**config.mk**
```make
export PLATFORM = sky130hd
export DESIGN_NAME = receive_window_reorder
export DESIGN_NICKNAME = d
export VERILOG_FILES = /design/src/hdl/rwr_pkg.sv /design/src/hdl/rwr_queue.sv /design/src/hdl/rwr_engine.sv /design/src/hdl/receive_window_reorder.sv
export SDC_FILE = /design/constraint.sdc
export NUM_CORES = 2
export LEC_CHECK = 0
export BUFFER_PORTS_ARGS = -buffer_cell sky130_fd_sc_hd__clkbuf_2
export CORE_UTILIZATION = 45
export DETAILED_ROUTE_END_ITERATION = 8
export PLACE_DENSITY = 0.6
export SETUP_SLACK_MARGIN = 0.02
export SLEW_MARGIN = 25
export SYNTH_ARGS = -nofsm -noshare
export SYNTH_HDL_FRONTEND = slang
export SYNTH_HIERARCHICAL = 1
export SYNTH_SLANG_ARGS = --single-unit
```
**constraint.sdc**
```tcl
create_clock -name clk -period 5.4 [get_ports clk]
set_input_delay 1.08 -clock clk [delete_from_list [all_inputs] [get_ports clk]]
set_output_delay 1.08 -clock clk [all_outputs]
set_load 0.05 [all_outputs]
```
**src/hdl/rwr_pkg.sv**
```systemverilog
// ----------------------------------------------------------------------------
// rwr_pkg
// shared types and constants of the receive window reorder engine
// ----------------------------------------------------------------------------
package rwr_pkg;

  localparam int SEQ_W = 32;
  localparam int LEN_W = 10;
  localparam int TAG_W = 8;
  localparam int SEGS_W = 16;
  localparam int CFG_IDX_W = 2;
  localparam int CFG_DATA_W = 32;

  localparam logic [CFG_IDX_W-1:0] CFG_INITIAL_SEQ = 2'd0;
  localparam logic [CFG_IDX_W-1:0] CFG_WINDOW_SEGMENTS = 2'd1;

  localparam logic [SEQ_W-1:0] INITIAL_SEQ_RST = 32'd0;
  localparam logic [SEGS_W-1:0] WINDOW_SEGMENTS_RST = 16'd16;

  typedef struct packed {
    logic [SEQ_W-1:0] seq_num;
    logic [LEN_W-1:0] payload_len;
    logic             push_req;
    logic [TAG_W-1:0] buffer_tag;
  } in_item_t;

  typedef struct packed {
    logic [SEQ_W-1:0] out_seq;
    logic [LEN_W-1:0] out_len;
    logic             out_push;
    logic [TAG_W-1:0] out_tag;
    logic             last_release;
  } out_item_t;

  typedef struct packed {
    logic [LEN_W-1:0] len;
    logic             push;
    logic [TAG_W-1:0] tag;
  } pend_data_t;

endpackage

```
**src/hdl/rwr_queue.sv**
```systemverilog
// ----------------------------------------------------------------------------
// rwr_queue
// two-entry intake queue between the input channel and the reorder engine
// ----------------------------------------------------------------------------
module rwr_queue import rwr_pkg::*; (
  input  logic     clk,
  input  logic     rst_n,
  input  logic     in_valid,
  output logic     in_stall,
  input  in_item_t in_item,
  output logic     q_valid,
  input  logic     q_pop,
  output in_item_t q_item
);

  localparam logic [1:0] FULL_COUNT = 2'd2;

  in_item_t   slot_r [2];
  logic       wr_ptr_r;
  logic       rd_ptr_r;
  logic [1:0] count_r;
  logic       push;
  logic       pop;

  assign in_stall = (count_r == FULL_COUNT);
  assign q_valid  = (count_r != 2'd0);
  assign q_item   = slot_r[rd_ptr_r];
  assign push     = in_valid && !in_stall;
  assign pop      = q_pop && q_valid;

  always_ff @(posedge clk) begin
    if (push) begin
      slot_r[wr_ptr_r] <= in_item;
    end
  end

  always_ff @(posedge clk) begin
    if (!rst_n) begin
      wr_ptr_r <= 1'b0;
      rd_ptr_r <= 1'b0;
      count_r  <= 2'd0;
    end else begin
      if (push) begin
        wr_ptr_r <= !wr_ptr_r;
      end
      if (pop) begin
        rd_ptr_r <= !rd_ptr_r;
      end
      case ({push, pop})
        2'b10:   count_r <= count_r + 2'd1;
        2'b01:   count_r <= count_r - 2'd1;
        default: count_r <= count_r;
      endcase
    end
  end

endmodule

```
**src/hdl/rwr_engine.sv**
```systemverilog
// ----------------------------------------------------------------------------
// rwr_engine
// window check, pending table and in-order release chain
// ----------------------------------------------------------------------------
module rwr_engine import rwr_pkg::*; #(
  parameter int PENDING_DEPTH   = 16,
  parameter int SEGMENT_PAYLOAD = 512
) (
  input  logic                  clk,
  input  logic                  rst_n,
  input  logic                  cfg_valid,
  input  logic [CFG_IDX_W-1:0]  cfg_index,
  input  logic [CFG_DATA_W-1:0] cfg_wdata,
  input  logic                  q_valid,
  output logic                  q_pop,
  input  in_item_t              q_item,
  output logic                  out_valid,
  input  logic                  out_stall,
  output out_item_t             out_item
);

  localparam int IDX_W  = (PENDING_DEPTH > 1) ? $clog2(PENDING_DEPTH) : 1;
  localparam int SP_W   = $clog2(SEGMENT_PAYLOAD + 1);
  localparam int PROD_W = SEGS_W + SP_W;
  localparam logic [SP_W-1:0] SP_C = SP_W'(SEGMENT_PAYLOAD);
  localparam logic [SEQ_W-1:0] SPAN_RST =
    SEQ_W'(SEGMENT_PAYLOAD * WINDOW_SEGMENTS_RST);

  typedef enum logic [1:0] {
    ST_IDLE,
    ST_SCAN,
    ST_READ
  } state_t;

  state_t             state_r;
  logic [SEQ_W-1:0]   init_seq_r;
  logic [SEQ_W-1:0]   span_r;
  logic               restart_r;
  logic [SEQ_W-1:0]   base_r;
  logic [SEQ_W-1:0]   end_r;
  logic [PENDING_DEPTH-1:0] pend_valid_r;
  logic [SEQ_W-1:0]   pend_seq_r [PENDING_DEPTH];
  pend_data_t         pend_mem [PENDING_DEPTH];
  pend_data_t         rd_data_r;
  in_item_t           hold_r;
  logic               out_valid_r;
  out_item_t          out_item_r;

  logic [PROD_W-1:0]  span_prod;
  logic               in_win;
  logic               at_base;
  logic               store_en;
  logic [PENDING_DEPTH-1:0] match_vec;
  logic               match_any;
  logic [IDX_W-1:0]   match_idx;
  logic               free_any;
  logic [IDX_W-1:0]   free_idx;
  logic               out_free;
  logic               rd_en;

  assign span_prod = {{SP_W{1'b0}}, cfg_wdata[SEGS_W-1:0]} * {{SEGS_W{1'b0}}, SP_C};

  assign in_win   = !((q_item.seq_num < base_r) || (q_item.seq_num > end_r));
  assign at_base  = (q_item.seq_num == base_r);
  assign q_pop    = (state_r == ST_IDLE) && !restart_r && q_valid;
  assign store_en = q_pop && in_win && !at_base && free_any;
  assign out_free = !out_valid_r || !out_stall;
  assign rd_en    = (state_r == ST_SCAN) && out_free && match_any;

  assign out_valid = out_valid_r;
  assign out_item  = out_item_r;

  // match against base and free slot search, lowest slot wins
  always_comb begin
    match_any = 1'b0;
    match_idx = '0;
    free_any  = 1'b0;
    free_idx  = '0;
    for (int i = PENDING_DEPTH - 1; i >= 0; i--) begin
      match_vec[i] = pend_valid_r[i] && (pend_seq_r[i] == base_r);
      if (match_vec[i]) begin
        match_any = 1'b1;
        match_idx = IDX_W'(i);
      end
      if (!pend_valid_r[i]) begin
        free_any = 1'b1;
        free_idx = IDX_W'(i);
      end
    end
  end

  always_ff @(posedge clk) begin
    if (store_en) begin
      pend_mem[free_idx] <= '{len: q_item.payload_len, push: q_item.push_req,
                              tag: q_item.buffer_tag};
    end
    if (rd_en) begin
      rd_data_r <= pend_mem[match_idx];
    end
  end

  always_ff @(posedge clk) begin
    if (!rst_n) begin
      state_r      <= ST_IDLE;
      init_seq_r   <= INITIAL_SEQ_RST;
      span_r       <= SPAN_RST;
      restart_r    <= 1'b1;
      pend_valid_r <= '0;
      out_valid_r  <= 1'b0;
    end else begin
      // window restart after reset or a register write
      if (restart_r) begin
        base_r       <= init_seq_r;
        end_r        <= init_seq_r + span_r;
        pend_valid_r <= '0;
        restart_r    <= 1'b0;
      end

      if (cfg_valid) begin
        unique case (cfg_index)
          CFG_INITIAL_SEQ: begin
            init_seq_r <= cfg_wdata;
            restart_r  <= 1'b1;
          end
          CFG_WINDOW_SEGMENTS: begin
            span_r     <= SEQ_W'(span_prod);
            restart_r  <= 1'b1;
          end
          default: ;
        endcase
      end

      if (out_valid_r && !out_stall) begin
        out_valid_r <= 1'b0;
      end

      unique case (state_r)
        ST_IDLE: begin
          if (q_pop && in_win) begin
            if (at_base) begin
              hold_r  <= q_item;
              base_r  <= base_r + SEQ_W'(q_item.payload_len);
              end_r   <= end_r + SEQ_W'(q_item.payload_len);
              state_r <= ST_SCAN;
            end else if (free_any) begin
              pend_valid_r[free_idx] <= 1'b1;
              pend_seq_r[free_idx]   <= q_item.seq_num;
            end
          end
        end
        ST_SCAN: begin
          if (out_free) begin
            out_valid_r <= 1'b1;
            out_item_r  <= '{out_seq: hold_r.seq_num, out_len: hold_r.payload_len,
                             out_push: hold_r.push_req, out_tag: hold_r.buffer_tag,
                             last_release: !match_any};
            if (match_any) begin
              pend_valid_r[match_idx] <= 1'b0;
              hold_r.seq_num          <= pend_seq_r[match_idx];
              state_r                 <= ST_READ;
            end else begin
              state_r <= ST_IDLE;
            end
          end
        end
        ST_READ: begin
          hold_r.payload_len <= rd_data_r.len;
          hold_r.push_req    <= rd_data_r.push;
          hold_r.buffer_tag  <= rd_data_r.tag;
          base_r             <= base_r + SEQ_W'(rd_data_r.len);
          end_r              <= end_r + SEQ_W'(rd_data_r.len);
          state_r            <= ST_SCAN;
        end
        default: begin
          state_r <= ST_IDLE;
        end
      endcase
    end
  end

endmodule

```
**src/hdl/receive_window_reorder.sv**
```systemverilog
// ----------------------------------------------------------------------------
// receive_window_reorder
// receive-side segment reorder engine for a reliable datagram link
// ----------------------------------------------------------------------------
// segment descriptors enter on in_valid/in_stall/in_item into a two-entry
// queue; released descriptors leave on out_valid/out_stall/out_item, one
// transaction per release, last_release set on the final one of a chain
// registers are written on cfg_valid/cfg_ready/cfg_index/cfg_wdata; the user must
// write them only while idle, which the block does not enforce; cfg_ready is always high
// a segment at the window base is released through the intake queue slot, the
// hold register and the output register on an unstalled output; each chained release
// from the pending table goes through the match state (ST_SCAN) and a table read (ST_READ)
// a dropped or stored segment leaves the engine in its idle state
// reset and every register write restart the window and clear the pending
// table; while the restart is pending, queued segments wait
// a stall on the output holds the engine in its match cycle; the intake
// queue keeps taking segments until both entries are full
// ----------------------------------------------------------------------------
module receive_window_reorder import rwr_pkg::*; #(
  parameter int PENDING_DEPTH   = 16,
  parameter int SEGMENT_PAYLOAD = 512
) (
  input  logic                  clk,
  input  logic                  rst_n,
  input  logic                  in_valid,
  output logic                  in_stall,
  input  in_item_t              in_item,
  output logic                  out_valid,
  input  logic                  out_stall,
  output out_item_t             out_item,
  input  logic                  cfg_valid,
  output logic                  cfg_ready,
  input  logic [CFG_IDX_W-1:0]  cfg_index,
  input  logic [CFG_DATA_W-1:0] cfg_wdata
);

  logic     q_valid;
  logic     q_pop;
  in_item_t q_item;

  assign cfg_ready = 1'b1;

  rwr_queue u_queue (
    .clk      (clk),
    .rst_n    (rst_n),
    .in_valid (in_valid),
    .in_stall (in_stall),
    .in_item  (in_item),
    .q_valid  (q_valid),
    .q_pop    (q_pop),
    .q_item   (q_item)
  );

  rwr_engine #(
    .PENDING_DEPTH   (PENDING_DEPTH),
    .SEGMENT_PAYLOAD (SEGMENT_PAYLOAD)
  ) u_engine (
    .clk       (clk),
    .rst_n     (rst_n),
    .cfg_valid (cfg_valid && cfg_ready),
    .cfg_index (cfg_index),
    .cfg_wdata (cfg_wdata),
    .q_valid   (q_valid),
    .q_pop     (q_pop),
    .q_item    (q_item),
    .out_valid (out_valid),
    .out_stall (out_stall),
    .out_item  (out_item)
  );

endmodule
```
==> results.sh <==
export IMPL_die_area_mm2=0.133
export IMPL_finClkSkew_ns=0.0191
export IMPL_crit_top_cell="buf_4"
export IMPL_netlist_instances=4734
export IMPL_clockBufferDepth=3
export IMPL_layout_min_cycle_time_ns=5.44
export IMPL_slowest_delay_ns=0.73
export IMPL_start_util_pct=45.4
export IMPL_synthTopCellsByArea="edfxtp_1, xor2_1, mux2i_1"
export IMPL_post_dp_hpwl_um=170000
export IMPL_core_mm2=0.130
export IMPL_maxCapViolations=0
export IMPL_pin_count=145
export IMPL_wl_per_cell_um=34.1
export IMPL_worstPathArrival_ns=5.92
export IMPL_htreeDepth=4
export IMPL_crit_path_top_delay_cell="o31ai_1"
export IMPL_vias=44300
export IMPL_clkSinkCount=1177
export IMPL_finalHoldViolCount=0
export IMPL_drc=1
export IMPL_p_leak_nw=23.9
export IMPL_avgSynthCellArea_um2=12.5
export IMPL_rsz0062_at_grt="no"
export IMPL_yosysWarningCount=6
export IMPL_critPathRequiredTime_ns=5.88
export IMPL_fmax_mhz=184
export IMPL_clkLatencyLatePin_ns=0.80
export IMPL_grt_pass1_vias=42000
export IMPL_finalMaxSlewViolations=0
export IMPL_outcome="finished, violations left"
export IMPL_routed_via_density=6.35
export IMPL_cts_made_buffers=133
export IMPL_synth_largest_area_cell="edfxtp_1"
export IMPL_grt_max_degree=123
export IMPL_critPathKind="flop to flop"
export IMPL_grt_pass1_wl_um=326000
export IMPL_die_w_um=364
export IMPL_setup_viol_count_final=1
export IMPL_final_antenna_net_count=0
export IMPL_fin_ws_ns=-0.0422
export IMPL_yosys_top_cells_count="edfxtp_1, xor2_1, nand2_1, nor2_1, mux2i_1"
export IMPL_ctsHoldBuffers=0
export IMPL_worstPathCellList="buf_4 > mux2_2 > ha_1 > nand2_1 > nor3_1 > nand3_1 > or3_1 > nor2_1 > buf_4 > nand4_1 > buf_4 > buf_4 > nor2_1 > nand2_1 > o31ai_1"
export IMPL_synth_top_flop_cell="edfxtp_1"
export IMPL_seq_area_frac_synth_pct=58.7
export IMPL_synth_fp_nets=4950
export IMPL_fp_dieH_um=364
export IMPL_drive_gt1_share_pct=16.7
export IMPL_row_count=132
export IMPL_reg2reg_depth=15
export IMPL_dp_cells=6722
export IMPL_synth_seq_cells=1177
export IMPL_io_buffers=143
export IMPL_yosysTopAreaCellShare_pct=56.2
export IMPL_grt_overflow=0
export IMPL_layout_cells_non_filler=6978
export IMPL_dr_pass1_iters=9
export IMPL_post_route_util_pct=53.0
export IMPL_cp_max_fo=16
export IMPL_power_density_mw_per_mm2=324
export IMPL_syn2layout_area_growth_pct=16.6
export IMPL_cts_root_buf="clkbuf_16"
export IMPL_hp_class="flop to flop"
export IMPL_async_reset_ff_share_pct=0
export IMPL_worst_slew_pin_slew_ns=1.05
export IMPL_fin_nets=5341
export IMPL_start_kind="flop"
export IMPL_cts_tree="built"
export IMPL_synth_edf_count=1104
export IMPL_min_period_over_period_pct=101
export IMPL_synth_cell_type_count=90
export IMPL_clk_pin_slew_ns=0.06
export IMPL_relSlewSlack_pct=29.4
export IMPL_drt_iter0_markers=6295
export IMPL_antenna_found_initial=14
export IMPL_vdd_ir_drop_worst_mv=0.271
export IMPL_violations="DRC, setup timing"
export IMPL_wl_um=238000
export IMPL_worstHoldPathCells=0
export IMPL_endpoint_kind="flop"
export IMPL_syn_area_mm2=0.0590
export IMPL_grt_usage_pct=35.5
export IMPL_gp_congestion=1.03
export IMPL_synth_most_common_cell="edfxtp_1"
power breakdown:
| group | total, W | internal [W] | switching (W) |
|---|---|---|---|
| clock | 0.00930 | 0.00537 | 0.00393 |
| sequential | 0.0104 | 0.0103 | 0.000113 |
| combinational | 0.00258 | 0.000755 | 0.00182 |
| total | 0.0223 | 0.0165 | 0.00586 |
stage by stage:
stage / setup WS (ns) / total power (W) / hold slack [ns] / area, um2 / setup TNS [ns]
finish: -0.0422 / 0.0223 / 0.418 / 68800 / -0.0422
detailed placement: 0.0463 / 0.0131 / 0.405 / 64200 / 0
floorplan: 0.385 / 0.0119 / 0.400 / 59000 / 0
CTS: 0.0206 / 0.0223 / 0.418 / 68700 / 0
global route: 0.0200 / 0.0228 / 0.423 / 68800 / 0
global placement: 0.0471 / 0.0131 / 0.402 / 64100 / 0
cell families after synthesis:
group	count (synthesis)	synth area share, %
simple gates	1249	10.5
compound gates	916	11.0
mux	289	5.10
fa+ha+maj	126	2.74
flops	1177	58.7
other cells	1	0.00636
xor+xnor	601	8.93
buf+inv	375	3.10
sequential cells by signal, indices dropped and copies added, names as in the netlist, 19 cells and up, named ones only:
| name | flops |
|---|---|
| u_engine/base_r | 32 |
| u_engine/end_r | 32 |
| u_engine/hold_r | 51 |
| u_engine/init_seq_r | 32 |
| u_engine/out_item | 52 |
| u_engine/pend_mem | 304 |
| u_engine/pend_seq_r | 512 |
| u_engine/rd_data_r | 19 |
| u_queue/slot_r | 102 |
final timing paths:
check / startpoint / to / slack, ns
max: flop / u_engine/base_r[28] / -0.04
min: u_engine/hold_r[33] / u_engine/out_item[34] / 0.42
max reg2reg: flop / u_engine/base_r[28] / -0.04
min reg2reg: u_engine/hold_r[33] / u_engine/out_item[34] / 0.42
cell usage in the layout, fill, tap and decap left out, types with 15 or more instances in the layout:
cell type	Yosys	layout
o21a_1	19	19
nor2_2	0	32
buf_4	40	302
xor2_1	412	412
ha_1	121	121
a221o_1	40	40
nor4_1	177	177
mux2_2	84	84
clkinv_1	3	22
clkbuf_2	0	142
nand2b_1	24	24
nand2_1	365	362
clkbuf_16	0	137
a211oi_1	43	42
or4_1	15	15
a21boi_0	55	55
o21bai_1	21	21
nand4_1	88	88
clkinv_2	0	22
a21oi_1	173	172
mux2i_1	197	197
and3_1	48	45
a221oi_1	30	30
clkbuf_1	98	27
a31oi_1	51	51
nor2_1	258	218
nor2b_1	22	22
nor3_1	77	77
o21ai_0	87	87
a22o_1	53	53
xnor2_1	189	189
a22oi_1	86	86
dfxtp_1	73	69
buf_12	0	63
o22ai_1	96	96
a21o_1	50	50
and2_1	16	16
inv_1	114	113
edfxtp_1	1104	1104
nand3_1	93	93
worst max-delay path, delay by kind of cell, from the launching register on:
family                     cells  cell delay (ns)
muxes                          1             0.65
DFF                            1             0.50
and+or+nand+nor                8             1.91
AOI/OAI and AO/OA              1             0.73
adders and majority gates      1             0.44
buffers and inverters          4             0.89
what timing repair did:
item                                   in CTS  in global routing
endpoints found under the hold margin       0                  0
setup buffers                               2                  5
resized for setup                           0                  1
setup endpoints to repair                   1                  1
metal layers:
metal  up-vias  GRT usage, %  part of all wire [%]
li1      18900             -                     -
met1     22200          47.7                    40
met2      2708          53.1                    43
met3       564          7.53                    10
met4         8          21.0                   6.7
met5         -             0                 0.018
area by class of cell:
type | instances | area, um2
flip-flops and latches | 1177 | 34600
multi-input cells | 3182 | 22700
well taps | 1742 | 2180
diodes | 2 | 5.00
clock buffers | 167 | 3570
inverters | 119 | 447
clock inverters | 77 | 868
fillers | 11200 | 61000
repair buffers | 512 | 4380
(Power assumes the default switching activity.)
